[config.mk]
export PLATFORM = sky130hd
export DESIGN_NAME = wqss_front
export DESIGN_NICKNAME = d
export VERILOG_FILES = /design/src/rtl/wqss_pkg.sv /design/src/rtl/wqss_front.sv
export SDC_FILE = /design/constraint.sdc
export NUM_CORES = 1
export LEC_CHECK = 0
export BUFFER_PORTS_ARGS = -buffer_cell sky130_fd_sc_hd__buf_2
export CAP_MARGIN = 40
export CORE_AREA = 2 2 262 264
export DETAILED_ROUTE_END_ITERATION = 8
export DIE_AREA = 0 0 264 266
export GPL_TIMING_DRIVEN = 0
export SKIP_LAST_GASP = 1
export SYNTH_ARGS = -nofsm -noshare
export SYNTH_HDL_FRONTEND = slang
export SYNTH_SLANG_ARGS = --single-unit
[constraint.sdc]
create_clock -name vclk -period 8.52
set_input_delay 1.704 -clock vclk [all_inputs]
set_output_delay 1.704 -clock vclk [all_outputs]
set_load 0.01 [all_outputs]
[src/rtl/wqss_pkg.sv]
`timescale 1ns / 1ps

package wqss_pkg;

    localparam int COUNT_BITS = 16;
    localparam int LANE_W     = 16;
    localparam int VAL_W      = COUNT_BITS + 1;
    localparam int PR_W       = 2 * VAL_W;
    localparam int MUL_W      = 34;
    localparam int PROD_W     = 2 * MUL_W;
    localparam int NKIND      = 6;
    localparam int NROLE      = 4;
    localparam int SITE_W     = 100;
    localparam int ACC_W      = 95;
    localparam int SUM_W      = SITE_W + 1;

    localparam logic [2:0] REG_FREQ_A   = 3'd0;
    localparam logic [2:0] REG_FREQ_C   = 3'd1;
    localparam logic [2:0] REG_FREQ_G   = 3'd2;
    localparam logic [2:0] REG_FREQ_T   = 3'd3;
    localparam logic [2:0] REG_TOPOLOGY = 3'd4;

    localparam logic [2:0] KIND_A = 3'd0;
    localparam logic [2:0] KIND_C = 3'd1;
    localparam logic [2:0] KIND_G = 3'd2;
    localparam logic [2:0] KIND_T = 3'd3;
    localparam logic [2:0] KIND_R = 3'd4;
    localparam logic [2:0] KIND_Y = 3'd5;

    typedef struct packed {
        logic [63:0] group0_counts;
        logic [63:0] group1_counts;
        logic [63:0] group2_counts;
        logic [63:0] group3_counts;
        logic        last_in_window;
    } in_t;

    typedef struct packed {
        logic signed [63:0] window_score;
        logic               saturated;
    } out_t;

    typedef struct packed {
        logic [NKIND-1:0][NROLE-1:0][VAL_W-1:0] vals;
        logic                                   last;
    } site_t;

    function automatic logic [2:0] quad_x(input logic [3:0] q);
        logic [2:0] k;
        unique case (q)
            4'd0:    k = KIND_R;
            4'd1:    k = KIND_A;
            4'd2:    k = KIND_G;
            4'd3:    k = KIND_R;
            4'd4:    k = KIND_R;
            4'd5:    k = KIND_A;
            4'd6:    k = KIND_A;
            4'd7:    k = KIND_G;
            default: k = KIND_G;
        endcase
        return k;
    endfunction

    function automatic logic [2:0] quad_y(input logic [3:0] q);
        logic [2:0] k;
        unique case (q)
            4'd0:    k = KIND_Y;
            4'd1:    k = KIND_Y;
            4'd2:    k = KIND_Y;
            4'd3:    k = KIND_C;
            4'd4:    k = KIND_T;
            4'd5:    k = KIND_C;
            4'd6:    k = KIND_T;
            4'd7:    k = KIND_C;
            default: k = KIND_T;
        endcase
        return k;
    endfunction

    function automatic logic [1:0] quad_term(input logic [3:0] q);
        logic [1:0] t;
        unique case (q)
            4'd0:    t = 2'd0;
            4'd1:    t = 2'd1;
            4'd2:    t = 2'd1;
            4'd3:    t = 2'd2;
            4'd4:    t = 2'd2;
            default: t = 2'd3;
        endcase
        return t;
    endfunction

    function automatic logic [31:0] weight_sat(input logic [PROD_W-1:0] p);
        logic [31:0] w;
        if (p[PROD_W-1:65] != '0) begin
            w = 32'hFFFF_FFFF;
        end else begin
            w = p[64:33];
        end
        return w;
    endfunction

endpackage

[src/rtl/wqss_front.sv]
`timescale 1ns / 1ps

module wqss_front (
    input  wqss_pkg::in_t   s_data,
    input  logic [1:0]      topology,
    output wqss_pkg::site_t site
);

    logic [3:0][63:0] grp;
    logic [3:0][1:0]  sel;
    logic [63:0]      v;

    always_comb begin
        grp = {s_data.group3_counts, s_data.group2_counts,
               s_data.group1_counts, s_data.group0_counts};
        unique case (topology)
            2'd1:    sel = {2'd2, 2'd0, 2'd3, 2'd1};
            2'd2:    sel = {2'd1, 2'd0, 2'd3, 2'd2};
            default: sel = {2'd2, 2'd1, 2'd3, 2'd0};
        endcase
        site.last = s_data.last_in_window;
        v = '0;
        for (int k = 0; k < wqss_pkg::NROLE; k++) begin
            v = grp[sel[k]];
            site.vals[wqss_pkg::KIND_A][k] =
                wqss_pkg::VAL_W'(v[0 +: wqss_pkg::COUNT_BITS]);
            site.vals[wqss_pkg::KIND_C][k] =
                wqss_pkg::VAL_W'(v[wqss_pkg::LANE_W +: wqss_pkg::COUNT_BITS]);
            site.vals[wqss_pkg::KIND_G][k] =
                wqss_pkg::VAL_W'(v[2*wqss_pkg::LANE_W +: wqss_pkg::COUNT_BITS]);
            site.vals[wqss_pkg::KIND_T][k] =
                wqss_pkg::VAL_W'(v[3*wqss_pkg::LANE_W +: wqss_pkg::COUNT_BITS]);
            site.vals[wqss_pkg::KIND_R][k] =
                site.vals[wqss_pkg::KIND_A][k] + site.vals[wqss_pkg::KIND_G][k];
            site.vals[wqss_pkg::KIND_Y][k] =
                site.vals[wqss_pkg::KIND_C][k] + site.vals[wqss_pkg::KIND_T][k];
        end
    end

endmodule

==> results by group <==
Status
  – Status: finished clean

Floorplanning
  – Die width: 264 um
  – Die height: 266 um
  – # rows: 96
  – Core Area: 67700 um2
  – Io pins: 668
  – Initial Utilization: 0.153
  – Die area: 70200 um2

STA
  – Max Clk Rate: 121 MHz
  – Unrepaired setup endpoints after global routing: true
  – Crit share post-route: 0.968
  – Hold Worst Slack: 3.59 ns
  – Headroom to the max-slew limit: 0.439
  – Final hold vios: 0
  – Final Max Tran Viols: 0
  – Worst Max-Slew Pin Slew: 0.842 ns
  – Final worst path period need: 8.25 ns
  – Final setup margin: 0.273 ns
  – # setup viols final: 0

Job
  – Max-cap violations: 0

Worst setup path
  – Top delay family on crit path: buffers and inverters
  – Crit path largest cell delay: 0.43 ns
  – Critical-path maximum fanout: 28
  – Data required, critical path: 6.82 ns
  – Most frequent CP cell: buf_8
  – Slowest cell on crit path: fa_1
  – Worst endpoint data arrival time: 6.54 ns
  – Crit path launch type: input pin
  – Crit path capture type: output pin
  – Worst Setup Path Type: input pin to output pin
  – Worst path buffer plus inverter count: 12

GRT
  – GRT Total Usage: 0.218
  – Antenna violations before repair: 10
  – Largest net degree at the start of global routing: 29
  – Congestion Overflow GR: 0
  – Number of global-route vias before repair: 13500
  – Global-route wire length before repair: 108000 um

Final layout
  – Layout cells sized above 1: 0.430
  – Sequential Area: 0 um2
  – Clock buffer count: 0
  – Final instance area: 15500 um2
  – FFs & Latches: 0
  – Final #Nets: 2515
  – Area Growth Syn to Fin: 49.5%

Placement
  – IO Port Bufs: 651
  – Area after DPL: 15300 um2
  – Place WS: -1.69 ns
  – Final HPWL DP: 73800 um
  – GP Congestion: 0.945

Synthesis
  – Most frequent cells after synthesis: a21oi_1 (174), nor2_1 (154), mux2i_1 (131), ha_1 (120), xnor2_1 (89)
  – Yosys top cell by area: ha_1
  – Synth cell types: 62
  – Register area share after synthesis: 0
  – Synthesized area: 10300 um2
  – Syn Area/Cell: 7.27 um2
  – Top cells by area, synth: ha_1 (15%), mux2i_1 (13%), a21oi_1 (8.4%)
  – YS warnings: 0
  – Count leader, synth: a21oi_1
  – Share of the synthesized area in the top cell type: 0.145
  – Synth Instances: 1423

Drt
  – Remaining DRCs: 0
  – Avg WL per Cell: 27.0 um
  – DR iter-0 viols: 811
  – Drt pass-1 iters: 7
  – Routed wire length: 81200 um
  – Routed vias: 14100
  – Vias per inst: 4.70
  – Remaining antenna violation count: 0

Power and ir drop
  – VDD IR max: 0.0557 mV
  – Power per cell area: 122 nW/um2
  – Leakage power: 7.41 nW
  – Final Power: 1.89 mW

Worst hold path
  – Worst min-delay path category: input pin to output pin
==> final timing paths <==
check  depth (start not counted)        start  slack (ns)         to
max                           25  topology[0]        0.27  site[351]
min                            2    s_data[0]        3.59    site[0]
==> layer usage <==
metal	vias to the layer above	share of wire	routed length, um	track usage
li1	6514	-	-	-
met1	6796	0.40	32800	0.258
met2	713	0.50	40600	0.405
met3	109	0.062	5020	0.0341
met4	8	0.034	2800	0.0631
met5	-	0.00060	49	0
==> cell type report <==
cell class / instances / area [um2]
antenna: 3 / 7.51
buffer: 140 / 921
fill: 7749 / 52300
inverter: 49 / 184
multi-input combinational: 1242 / 9410
tap: 882 / 1100
timing repair buffer: 695 / 3830
==> per-stage QoR <==
| stage | setup TNS (ns) | utilization | cells |
|---|---|---|---|
| 2_1_floorplan | 0 | - | 1438 |
| 3_3_place_gp | -75.56 | 0.218 | 2971 |
| 3_5_place_dp | -32.55 | 0.226 | 3015 |
| 4_1_cts | 0 | 0.228 | 3010 |
| 5_1_grt | -0.330 | 0.228 | 3010 |
| 6_report | 0 | 0.228 | 3011 |
==> cell families (layout without fill, tap and decap cells) <==
kind of cell,Yosys count,after routing,synth area share
AO/OA/AOI/OAI,418,418,0.254
AND/OR/NAND/NOR,357,357,0.160
multiplexers,209,209,0.223
buffers and inverters,196,884,0.106
adder cells (fa/ha/maj),131,131,0.164
XOR/XNOR,111,111,0.0940
other,1,19,0.000363
==> layout by cell type, fill, tap and decap left out, types with 5 or more instances in the layout <==
cell type,instances
a211oi_1,63
a21o_1,20
a21oi_1,173
and2_1,8
and3_1,9
buf_1,5
buf_2,663
buf_4,88
buf_6,19
buf_8,26
clkbuf_1,21
clkbuf_2,12
conb_1,16
fa_1,8
ha_1,120
inv_1,49
mux2_2,68
mux2i_1,131
mux4_2,8
nand2_1,57
nand3_1,19
nor2_1,154
nor2b_1,63
nor3_1,27
o211ai_1,7
o21a_1,26
o21ai_0,50
o21ai_1,6
o21bai_1,5
o41ai_1,5
or3_1,5
xnor2_1,89
xor2_1,22
==> power breakdown <==
group / internal, mW / switching [mW] / total (mW)
logic: 0.743 / 1.14 / 1.89
registers: 0 / 0 / 0
clock network: 0.0000000474 / 0 / 0.0000000474
==> repair_timing <==
item,in CTS,in global routing
gates cloned,0,0
hold buffers,0,0
endpoints found under the setup margin,47,21
resized for setup,50,7
pin swaps,1,0
buffers inserted,0,0
No activity file was read; power rests on OpenSTA's default activity.
