**src/rtl/wqss_pkg.sv**
```systemverilog
`timescale 1ns / 1ps

package wqss_pkg;

    localparam int COUNT_BITS = 16;
    localparam int LANE_W     = 16;
    localparam int VAL_W      = COUNT_BITS + 1;
    localparam int PR_W       = 2 * VAL_W;
    localparam int MUL_W      = 34;
    localparam int PROD_W     = 2 * MUL_W;
    localparam int NKIND      = 6;
    localparam int NROLE      = 4;
    localparam int SITE_W     = 100;
    localparam int ACC_W      = 95;
    localparam int SUM_W      = SITE_W + 1;

    localparam logic [2:0] REG_FREQ_A   = 3'd0;
    localparam logic [2:0] REG_FREQ_C   = 3'd1;
    localparam logic [2:0] REG_FREQ_G   = 3'd2;
    localparam logic [2:0] REG_FREQ_T   = 3'd3;
    localparam logic [2:0] REG_TOPOLOGY = 3'd4;

    localparam logic [2:0] KIND_A = 3'd0;
    localparam logic [2:0] KIND_C = 3'd1;
    localparam logic [2:0] KIND_G = 3'd2;
    localparam logic [2:0] KIND_T = 3'd3;
    localparam logic [2:0] KIND_R = 3'd4;
    localparam logic [2:0] KIND_Y = 3'd5;

    typedef struct packed {
        logic [63:0] group0_counts;
        logic [63:0] group1_counts;
        logic [63:0] group2_counts;
        logic [63:0] group3_counts;
        logic        last_in_window;
    } in_t;

    typedef struct packed {
        logic signed [63:0] window_score;
        logic               saturated;
    } out_t;

    typedef struct packed {
        logic [NKIND-1:0][NROLE-1:0][VAL_W-1:0] vals;
        logic                                   last;
    } site_t;

    function automatic logic [2:0] quad_x(input logic [3:0] q);
        logic [2:0] k;
        unique case (q)
            4'd0:    k = KIND_R;
            4'd1:    k = KIND_A;
            4'd2:    k = KIND_G;
            4'd3:    k = KIND_R;
            4'd4:    k = KIND_R;
            4'd5:    k = KIND_A;
            4'd6:    k = KIND_A;
            4'd7:    k = KIND_G;
            default: k = KIND_G;
        endcase
        return k;
    endfunction

    function automatic logic [2:0] quad_y(input logic [3:0] q);
        logic [2:0] k;
        unique case (q)
            4'd0:    k = KIND_Y;
            4'd1:    k = KIND_Y;
            4'd2:    k = KIND_Y;
            4'd3:    k = KIND_C;
            4'd4:    k = KIND_T;
            4'd5:    k = KIND_C;
            4'd6:    k = KIND_T;
            4'd7:    k = KIND_C;
            default: k = KIND_T;
        endcase
        return k;
    endfunction

    function automatic logic [1:0] quad_term(input logic [3:0] q);
        logic [1:0] t;
        unique case (q)
            4'd0:    t = 2'd0;
            4'd1:    t = 2'd1;
            4'd2:    t = 2'd1;
            4'd3:    t = 2'd2;
            4'd4:    t = 2'd2;
            default: t = 2'd3;
        endcase
        return t;
    endfunction

    function automatic logic [31:0] weight_sat(input logic [PROD_W-1:0] p);
        logic [31:0] w;
        if (p[PROD_W-1:65] != '0) begin
            w = 32'hFFFF_FFFF;
        end else begin
            w = p[64:33];
        end
        return w;
    endfunction

endpackage

```
**src/rtl/wqss_fifo.sv**
```systemverilog
`timescale 1ns / 1ps

module wqss_fifo (
    input  logic            aclk,
    input  logic            aresetn,
    input  logic            push,
    input  wqss_pkg::site_t push_data,
    output logic            full,
    input  logic            pop,
    output logic            empty,
    output wqss_pkg::site_t pop_data
);

    wqss_pkg::site_t mem_reg [2];
    logic            wptr_reg;
    logic            rptr_reg;
    logic [1:0]      count_reg;

    assign full     = (count_reg == 2'd2);
    assign empty    = (count_reg == 2'd0);
    assign pop_data = mem_reg[rptr_reg];

    always_ff @(posedge aclk) begin
        if (!aresetn) begin
            wptr_reg  <= 1'b0;
            rptr_reg  <= 1'b0;
            count_reg <= 2'd0;
        end else begin
            if (push) begin
                wptr_reg <= ~wptr_reg;
            end
            if (pop) begin
                rptr_reg <= ~rptr_reg;
            end
            count_reg <= count_reg + {1'b0, push} - {1'b0, pop};
        end
    end

    always_ff @(posedge aclk) begin
        if (push) begin
            mem_reg[wptr_reg] <= push_data;
        end
    end

endmodule

```
**config.mk**
```make
export PLATFORM = sky130hd
export DESIGN_NAME = wqss_fifo
export DESIGN_NICKNAME = d
export VERILOG_FILES = /design/src/rtl/wqss_pkg.sv /design/src/rtl/wqss_fifo.sv
export SDC_FILE = /design/constraint.sdc
export NUM_CORES = 1
export LEC_CHECK = 0
export BUFFER_PORTS_ARGS = -buffer_cell sky130_fd_sc_hd__buf_4
export CAP_MARGIN = 5
export CORE_AREA = 4 4 320 322
export DETAILED_ROUTE_END_ITERATION = 7
export DIE_AREA = 0 0 324 326
export SLEW_MARGIN = 30
export SYNTH_ARGS = -nofsm -noshare
export SYNTH_HDL_FRONTEND = slang
export SYNTH_SLANG_ARGS = --single-unit
```
**constraint.sdc**
```tcl
create_clock -name aclk -period 31.6 [get_ports aclk]
set_clock_uncertainty 0.2 [all_clocks]
set_input_delay 6.32 -clock aclk [delete_from_list [all_inputs] [get_ports aclk]]
set_output_delay 6.32 -clock aclk [all_outputs]
set_load 0.1 [all_outputs]
```
==> key figures, run 1 <==
Floorplan
  – IO Count: roughly 820
  – Core Area: 0.0996 mm2
  – Starting density of the core: about 30%
  – Die area: approximately 0.11 mm2
  – Row cnt: approximately 120
  – Chip height: about 330 um
  – DIE WIDTH: 324 um

Layout
  – Final Instance Area: around 0.040 mm2
  – Share of layout cells above drive strength 1: around 57%
  – Seq. cell area: 0.0247 mm2
  – Multi-input gate area: ~0.0047 mm2
  – Max reg flops: ~800
  – Nets: between 2k and 3k
  – Fin cells: 3562
  – Fillers: 9037
  – P&R area growth vs syn: 35.7%

Drt
  – Initial DRT Pass Iterations: 8
  – Drt total wl: between 70 and 80 mm
  – Via/cell ratio: between 4 and 5
  – DRC: 0
  – Initial DRC Count: about 870
  – ANT nets after route: 0
  – Total number of vias: ~16k
  – Wirelength per Cell: roughly 22 um

STA
  – Min cycle time layout: 11000 ps
  – Fin. Hold Viols: 0
  – Final Max Slew Viols: 0
  – Highest Clock Rate: 0.0909 GHz
  – Worst-margin pin slew: roughly 950 ps
  – Slew headroom: 36.7%
  – TNS Setup: 0 ps
  – Crit share post-route: between 30% and 40%
  – Hold Slack: 376 ps
  – RSZ-0062 raised after global routing: no
  – Final setup fails: 0

Placed design
  – DP Area: roughly 0.037 mm2
  – Placed cells: roughly 3.4k
  – Hpwl dp: between 50 and 60 mm
  – PortBufs: roughly 800
  – Placer congestion estimate: between 0.7 and 0.8

Yosys
  – Mapped Cells: about 1.3k
  – Avg Cell Area, Syn: roughly 23 um2
  – YS warnings: 0
  – Top_reg_cell synth: edfxtp_1
  – Most numerous cell in the Yosys netlist: edfxtp_1
  – Largest area contributor in the netlist: edfxtp_1
  – Syn Std Cell Area: roughly 0.03 mm2
  – Synthesized flop and latch total: roughly 820
  – Fraction of registers with async set/reset: 0%
  – Number of synthesized flops with an enable pin: between 800 and 900
  – Count of different cell masters after synthesis: 14
  – Top post-synthesis cells by area: edfxtp_1, mux2_2, mux2_1
  – Post-Syn Nets: 1708
  – Top cell type's share of synthesized area: 82.9%
  – Most frequent cells after synthesis: edfxtp_1, mux2_2, mux2_1, buf_2, buf_4
  – Post-synthesis sequential area ratio: 83.2%

Setup path
  – Startpoint Class: flip-flop
  – Stages on worst setup path: 5
  – Crit-path cells: buf_4 -> buf_4 -> buf_4 -> mux2_2 -> buf_4
  – CP delay by family, top: buffers and inverters
  – WS Path Type: flip-flop to output port
  – Worst r2r path cells: 4
  – Worst-path fanout max: 77
  – Most used cell, CP: buf_4
  – Slowest CP cell: buf_4
  – Worst setup EP type: output port
  – Worst path required time: ~25000 ps
  – CP peak stage delay: 810 ps
  – Worst path buffer plus inverter count: 4
  – Critical Path AT: approximately 4500 ps

Global routing
  – Initial antenna violation count: 20
  – GR Overflow Total: 0
  – Largest net degree at the start of global routing: around 150
  – First-pass GRT wire length: ~110 mm
  – Gr usage total: about 14%
  – Vias in the first global route: ~17k

Clock network
  – Worst-path clk slew: ~60 ps
  – Total CTS buffers: 87
  – CTS Hold Bufs: 0
  – Worst skew pair latency: ~630 ps
  – Setup bufs post-CTS: 0
  – Post-CTS Resized: 0
  – Clock buffer depth: 3
  – CTS tree: done
  – H-tree depth: 3
  – Sink Count: 823
  – CTS root buffer: clkbuf_16

Power and ir drop
  – Leakage: between 10 and 15 nW
  – Power per Cell Area: 72.7 mW/mm2
  – Max IR drop VDD: 49.3 uV

Job
  – MaxCap Viol Count: 0

Worst hold path
  – Hold WC Path Type: flip-flop to flip-flop
  – Worst hold stages: 2

Status
  – Status: finished clean
-- layer usage --
| metal | share of wire [%] | wire [um] | GRT usage (%) |
|---|---|---|---|
| met1 | 31 | 24200 | 12.8 |
| met2 | 54 | 41600 | 25.7 |
| met4 | 3.3 | 2560 | 6.32 |
| met3 | 11 | 8560 | 6.14 |
| met5 | 0.016 | 12 | 0 |
-- placed cells by master (no fill, tap or decap), drive strengths merged --
cell type	instances
nor2	1
nor2b	4
mux2	409
clkbuf	107
dfxtp	5
diode	20
ha	2
xor2	1
and2	4
inv	4
bufinv	7
xnor3	1
buf	842
clkinvlp	2
edfxtp	818
o21a	1
clkinv	36
-- cells by family (layout without fill, tap and decap cells) --
family	after synthesis	in the layout	share of synthesized area [%]
other	0	20	0
muxes	409	409	15.5
xor gates and xnor gates	2	2	0.106
DFF	823	823	83.2
buffers and inverters	47	998	0.878
and+or+nand+nor	9	9	0.181
adders and majority gates	2	2	0.0844
AOI/OAI and AO/OA	1	1	0.0253
-- final cells by class --
| class | instances | area share, % |
|---|---|---|
| Antenna cell | 20 | 0.124 |
| Clock buffer | 107 | 5.75 |
| Clock inverter | 47 | 1.06 |
| Inverter | 2 | 0.0187 |
| Multi-Input combinational cell | 423 | 11.8 |
| Sequential cell | 823 | 61.3 |
| Tap cell | 1298 | 4.04 |
| Timing Repair Buffer | 842 | 15.9 |
-- power by group --
group	leakage [nW]	internal, mW	switching (mW)
Combinational	5.70	0.155	0.512
Sequential	7.72	1.26	0.0152
Clock	1.34	0.576	0.402
-- worst reg2reg max path: cells and delay by family (launching register included) --
family | cells | cell delay [ps]
buffers and inverters | 3 | 2360
flip-flops | 1 | 390
AND/OR/NAND/NOR | 1 | 570
-- worst paths after layout --
path	start	endpoint	slack, ps
worst max-delay path	flip-flop	pop_data[134]	20600
worst max register to register	wptr_reg	mem_reg[1][219]	27650
worst min register to register	rptr_reg	flip-flop	380
worst min-delay path	rptr_reg	flip-flop	380
-- metrics by stage --
stage	power [mW]	utilization, %	setup slack, ps
global placement	1.96	37.5	21280
global route	3.02	40.4	20290
finish	2.92	40.4	20600
floorplan	1.83	-	6110
detailed placement	1.97	37.5	21220
CTS	2.96	40.3	20470
(Power assumes the default switching activity.)
==> run 2, diff against run 1 <==
==> constraint.sdc (replaced) <==
create_clock -name aclk -period 10.88 [get_ports aclk]
set_clock_uncertainty 0.2 [all_clocks]
set_input_delay 2.176 -clock aclk [delete_from_list [all_inputs] [get_ports aclk]]
set_output_delay 2.176 -clock aclk [all_outputs]
set_load 0.1 [all_outputs]
==> run 2 against run 1 <==
Net effect:
- critical path depth decreased by 1
- final area about the same
- via count decreased by 2.1%
- global-route usage decreased by 0.93 points
- sequential cell count stayed put
- wire length decreased by 6.9%
- total power grew to 2.9 times the previous value
- combinational power grew to 2.9 times the previous value
- die area unchanged
- worst setup slack got worse by 15000 ps
- sequential power grew to 2.9 times the previous value
==> key figures, run 2 (synthesis results as in run 1) <==
Drt
  – ANT nets after route: 0 (unchanged)
  – DRC: 0 (unchanged)
  – Total number of vias: 15.2k (was 15.5k)
  – Via/cell ratio: 4.29 (was 4.36)
  – Drt total wl: 71.6 mm (was 76.9 mm)
  – Initial DRT Pass Iterations: 4 (was 8)
  – Initial DRC Count: 867 (was 873)
  – Wirelength per Cell: 20.2 um (was 21.6 um)

STA
  – Fin worst setup slack: 5150 ps (was 20600 ps)
  – Hold Slack: 384 ps (was 376 ps)
  – Slew headroom: 23.3% (was 36.7%)
  – RSZ-0062 raised after global routing: no (unchanged)
  – Final setup fails: 0 (unchanged)
  – Final Max Slew Viols: 0 (unchanged)
  – TNS Setup: 0 ps (unchanged)
  – Crit share post-route: about 53%
  – Min cycle time layout: 5730 ps
  – Worst-margin pin slew: 1150 ps (was 950 ps)
  – Highest Clock Rate: between 0.15 and 0.2 GHz
  – Fin. Hold Viols: 0 (unchanged)

Global routing
  – GR Overflow Total: 0 (unchanged)
  – Gr usage total: 12.9% (was 13.8%)
  – First-pass GRT wire length: 102 mm (was 108 mm)
  – Largest net degree at the start of global routing: 159 (was 153)
  – Vias in the first global route: 16.4k (was 16.9k)
  – Initial antenna violation count: 5 (was 20)

Power and ir drop
  – Leakage: 14.7 nW (was 14.8 nW)
  – Sw Share: 31.9% (was 31.8%)
  – Pwr Total: 8.49 mW (was 2.92 mW)
  – Part of the power in the clock network: 33.5% (was 33.4%)
  – Combinational power share: 22.8% (about the same)
  – Pint: 5.78 mW (was 1.99 mW)
  – Max IR drop VDD: 157 uV (was 49.3 uV)
  – Power share of the sequential group: 43.7% (was 43.8%)
  – Power per Cell Area: 211 mW/mm2 (was 72.7 mW/mm2)
  – Sw power: 2.71 mW (was 929 uW)

Layout
  – Nets: 2589 (was 2594)
  – Seq. cell area: 0.0247 mm2 (unchanged)
  – P&R area growth vs syn: 35.6% (was 35.7%)
  – Fin cells: 3547 (was 3562)
  – Share of layout cells above drive strength 1: 56.4% (was 56.6%)
  – Most used cells in the layout excluding fill and tap cells: buf_4, edfxtp_1, mux2_2 (unchanged)
  – Max reg flops: 818 (unchanged)
  – Multi-input gate area: 0.00473 mm2 (unchanged)
  – Fillers: 8889 (was 9037)
  – Most common cell after layout, fill and taps aside: buf_4 (unchanged)

Placed design
  – PortBufs: 823 (unchanged)
  – Hpwl dp: 50.0 mm (was 56.4 mm)
  – Placed cells: 3382 (was 3386)
  – Placer congestion estimate: 0.780 (was 0.800)
  – Pre-CTS setup slack: 5720 ps (was 21220 ps)

Clock network
  – Sink Count: 823 (unchanged)
  – Post-CTS Resized: 0 (unchanged)
  – CTS root buffer: clkbuf_16 (unchanged)
  – Clock buffer depth: 3 (unchanged)
  – Setup bufs post-CTS: 0 (unchanged)
  – H-tree depth: 3 (unchanged)
  – Worst-path clk slew: 60 ps (about the same)
  – CTS tree: done (unchanged)
  – CTS Hold Bufs: 0 (unchanged)
  – Worst skew pair latency: 640 ps (was 630 ps)
  – Total CTS buffers: 86 (was 87)

Floorplan
  – DIE WIDTH: 324 um (unchanged)
  – Starting density of the core: 29.8% (unchanged)
  – Chip height: 326 um (unchanged)
  – IO Count: 824 (unchanged)
  – Core Area: 0.0996 mm2 (unchanged)
  – Die area: 0.106 mm2 (unchanged)
  – Row cnt: 116 (unchanged)

Setup path
  – WS Path Type: flip-flop to output port (unchanged)
  – Worst setup EP type: output port (unchanged)
  – Slowest CP cell: buf_4 (unchanged)
  – Worst-path fanout max: 151 (was 77)
  – Worst path required time: 8500 ps (was 25080 ps)
  – Most used cell, CP: buf_4 (unchanged)
  – Critical Path AT: 3350 ps (was 4480 ps)
  – CP peak stage delay: 720 ps (was 810 ps)
  – Crit-path cells: buf_12 -> buf_4 -> mux2_1 -> buf_4 (was buf_4 -> buf_4 -> buf_4 -> mux2_2 -> buf_4)
  – Startpoint Class: flip-flop (unchanged)

Job
  – MaxCap Viol Count: 0 (unchanged)

Worst hold path
  – Hold WC Path Type: flip-flop to flip-flop (unchanged)

Status
  – Status: finished clean (unchanged)
==> run 2: cell count changes in the layout (fill, tap and decap cells not counted), sizes merged <==
cell and delta:
diode -16, inv +4, clkbuf -2, clkinv +2, bufinv +1, buf -4
==> run 2: power by group through the flow <==
stage	clock [mW]	combinational [mW]	sequential, mW
2_1_floorplan	0	1.48	3.79
3_3_place_gp	0	1.94	3.77
3_5_place_dp	0	1.95	3.77
4_1_cts	2.94	1.95	3.71
5_1_grt	3.06	2.00	3.72
6_report	2.84	1.94	3.70
==> run 2: worst max-delay path: cells and delay by family (launching register included) <==
family / cells / cell delay, ps
DFF: 1 / 410
muxes: 1 / 430
buffers and inverters: 3 / 1400
==> run 2: stage by stage <==
step	instance area, um2	utilization (%)
finish	40200	40.4
floorplan	29700	-
CTS	40100	40.3
global route	40200	40.4
detailed placement	37400	37.5
global placement	37400	37.5
==> run 2: path summary, 6_finish.rpt <==
path                                 from               to  slack (ps)  cells past startpoint
worst max-delay path            flip-flop    pop_data[329]        5150                      4
worst min-delay path             rptr_reg        flip-flop         380                      2
worst max register to register   wptr_reg  mem_reg[1][359]        7580                      4
worst min register to register   rptr_reg        flip-flop         380                      2
==> run 2: final cells by class <==
class / instances / area share (%)
inverters: 2 / 0.0187
well taps: 1298 / 4.04
multi-input cells: 423 / 11.8
diodes: 4 / 0.0249
flip-flops and latches: 823 / 61.4
clock buffers: 105 / 5.53
repair buffers: 838 / 15.9
clock inverters: 54 / 1.33
==> run 2: metal layers <==
layer	share of wire, %	global-route usage (%)	vias to the layer above
met1	35	13.8	7540
li1	-	-	6958
met4	3.1	5.16	0
met5	0	0	-
met3	10	5.23	111
met2	51	22.6	611
==> run 3, diff against run 2 <==
==> constraint.sdc (replaced) <==
create_clock -name aclk -period 5.97 [get_ports aclk]
set_clock_uncertainty 0.2 [all_clocks]
set_input_delay 1.194 -clock aclk [delete_from_list [all_inputs] [get_ports aclk]]
set_output_delay 1.194 -clock aclk [all_outputs]
set_load 0.1 [all_outputs]
==> run 3 against run 2 <==
Net effect:
- global-route usage rose by 0.39 points
- non-clock buffer count rose by 18
- count of clock-buffer cells in the layout did not move
- final area rose by 0.40%
- critical path type unchanged
- largest cell class unchanged
==> key figures, run 3 (synthesis results as in run 1) <==
Status
  – Status: finished clean (unchanged)

Layout
  – Most common cell after layout, fill and taps aside: buf_4 (unchanged)
  – Seq. cell area: 0.0247 mm2 (unchanged)
  – Share of layout cells above drive strength 1: 57.0% (was 56.4%)
  – Max reg flops: 818 (unchanged)
  – Fin cells: 3562 (was 3547)
  – Nets: 2610 (was 2589)
  – Fillers: 8940 (was 8889)
  – P&R area growth vs syn: 36.1% (was 35.6%)
  – Multi-input gate area: 0.00473 mm2 (unchanged)
  – Most used cells in the layout excluding fill and tap cells: buf_4, edfxtp_1, mux2_2 (unchanged)

STA
  – Slew headroom: 31.4% (was 23.3%)
  – RSZ-0062 raised after global routing: no (unchanged)
  – Min cycle time layout: ~4200 ps
  – Highest Clock Rate: between 0.2 and 0.25 GHz
  – Fin. Hold Viols: 0 (unchanged)
  – TNS Setup: 0 ps (unchanged)
  – Fin worst setup slack: 1750 ps (was 5150 ps)
  – Worst-margin pin slew: 1030 ps (was 1150 ps)
  – Final Max Slew Viols: 0 (unchanged)
  – Final setup fails: 0 (unchanged)
  – Crit share post-route: between 70% and 80%

Clock network
  – H-tree depth: 3 (unchanged)
  – CTS root buffer: clkbuf_16 (unchanged)
  – CTS tree: done (unchanged)
  – Worst-path clk slew: 60 ps (about the same)
  – Post-CTS Resized: 0 (unchanged)
  – Worst skew pair latency: 630 ps (was 640 ps)
  – Setup bufs post-CTS: 0 (unchanged)
  – Total CTS buffers: 89 (was 86)
  – CTS Hold Bufs: 0 (unchanged)
  – Clock buffer depth: 3 (unchanged)
  – Sink Count: 823 (unchanged)

Drt
  – M1 wire length: 25.6 mm (was 25.3 mm)
  – DRC: 0 (unchanged)
  – Met3 WL: 7.85 mm (was 7.50 mm)
  – Wirelength per Cell: 20.7 um (was 20.2 um)
  – Top sig layer: met5 (was met4)
  – Total number of vias: 15.3k (was 15.2k)
  – Initial DRC Count: 754 (was 867)
  – ANT nets after route: 0 (unchanged)
  – Initial DRT Pass Iterations: 4 (unchanged)
  – DR WL met2: 38.3 mm (was 36.6 mm)
  – Drt total wl: 73.9 mm (was 71.6 mm)
  – Via/cell ratio: 4.31 (was 4.29)

Setup path
  – Startpoint Class: flip-flop (unchanged)
  – Critical Path AT: 2820 ps (was 3350 ps)
  – Worst path required time: 4580 ps (was 8500 ps)
  – Worst-path fanout max: 80 (was 151)
  – WS Path Type: flip-flop to output port (unchanged)
  – CP peak stage delay: 880 ps (was 720 ps)
  – Worst setup EP type: output port (unchanged)
  – Worst r2r path cells: 2 (was 4)
  – Slowest CP cell: dfxtp_4 (was buf_4)
  – Crit-path cells: buf_12 -> mux2_1 -> buf_4 (was buf_12 -> buf_4 -> mux2_1 -> buf_4)

Global routing
  – GR Overflow Total: 0 (unchanged)
  – First-pass GRT wire length: 105 mm (was 102 mm)
  – Vias in the first global route: 16.8k (was 16.4k)
  – Gr usage total: 13.3% (was 12.9%)
  – Largest net degree at the start of global routing: 136 (was 159)
  – Initial antenna violation count: 8 (was 5)

Floorplan
  – IO Count: 824 (unchanged)
  – Starting density of the core: 29.8% (unchanged)
  – DIE WIDTH: 324 um (unchanged)
  – Core Area: 0.0996 mm2 (unchanged)
  – Die area: 0.106 mm2 (unchanged)
  – Row cnt: 116 (unchanged)
  – Chip height: 326 um (unchanged)

Job
  – MaxCap Viol Count: 0 (unchanged)

Worst hold path
  – Worst hold stages: 2 (unchanged)
  – Hold WC Path Type: flip-flop to flip-flop (unchanged)

Power and ir drop
  – Leakage: 14.9 nW (was 14.7 nW)
  – Max IR drop VDD: 302 uV (was 157 uV)
  – Power per Cell Area: 385 mW/mm2 (was 211 mW/mm2)

Placed design
  – Pre-CTS setup slack: 2410 ps (was 5720 ps)
  – PortBufs: 823 (unchanged)
  – Placer congestion estimate: 0.779 (was 0.780)
  – Placed cells: 3402 (was 3382)
  – Hpwl dp: 52.5 mm (was 50.0 mm)
==> run 3: path summary, 6_finish.rpt <==
check,startpoint,to,slack (ps)
setup / recovery,flip-flop,pop_data[360],1750
hold / removal,rptr_reg,flip-flop,380
setup reg to reg,wptr_reg,mem_reg[1][308],3620
hold reg to reg,rptr_reg,flip-flop,380
==> run 3: where the power goes <==
group          leakage [nW]  switching, mW  total, mW  internal (mW)
sequential             7.72         0.0742       6.76           6.69
combinational          5.77           2.71       3.54          0.830
clock                  1.36           2.18       5.24           3.06
total                  14.9           4.96       15.5           10.6
==> run 3: cell type report <==
| class | instances | share of cell area (%) |
|---|---|---|
| Antenna cell | 3 | 0.0186 |
| Clock buffer | 105 | 5.72 |
| Timing Repair Buffer | 856 | 16.2 |
| Clock inverter | 52 | 1.19 |
| Tap cell | 1298 | 4.02 |
| Multi-Input combinational cell | 423 | 11.7 |
| Inverter | 2 | 0.0186 |
| Sequential cell | 823 | 61.1 |
==> run 3: metal layers <==
layer  GRT usage [%]  up-vias
li1                -     6981
met1            13.7     7583
met2            23.8      630
met3            5.80      139
met4            4.84        6
met5               0        -
==> run 3: per-stage QoR <==
| stage | util (%) | instance area [um2] | hold slack (ps) | total power [mW] |
|---|---|---|---|---|
| global route | 40.5 | 40400 | 403 | 16.1 |
| CTS | 40.5 | 40300 | 391 | 15.8 |
| floorplan | - | 29700 | 355 | 9.60 |
| global placement | 37.7 | 37600 | 354 | 10.4 |
| detailed placement | 37.7 | 37600 | 381 | 10.5 |
| finish | 40.5 | 40400 | 380 | 15.5 |
==> run 3: critical path: cells and delay by family (launching register included) <==
kind	cells	cell delay, ps
muxes	1	460
DFF	1	880
buffers and inverters	2	640
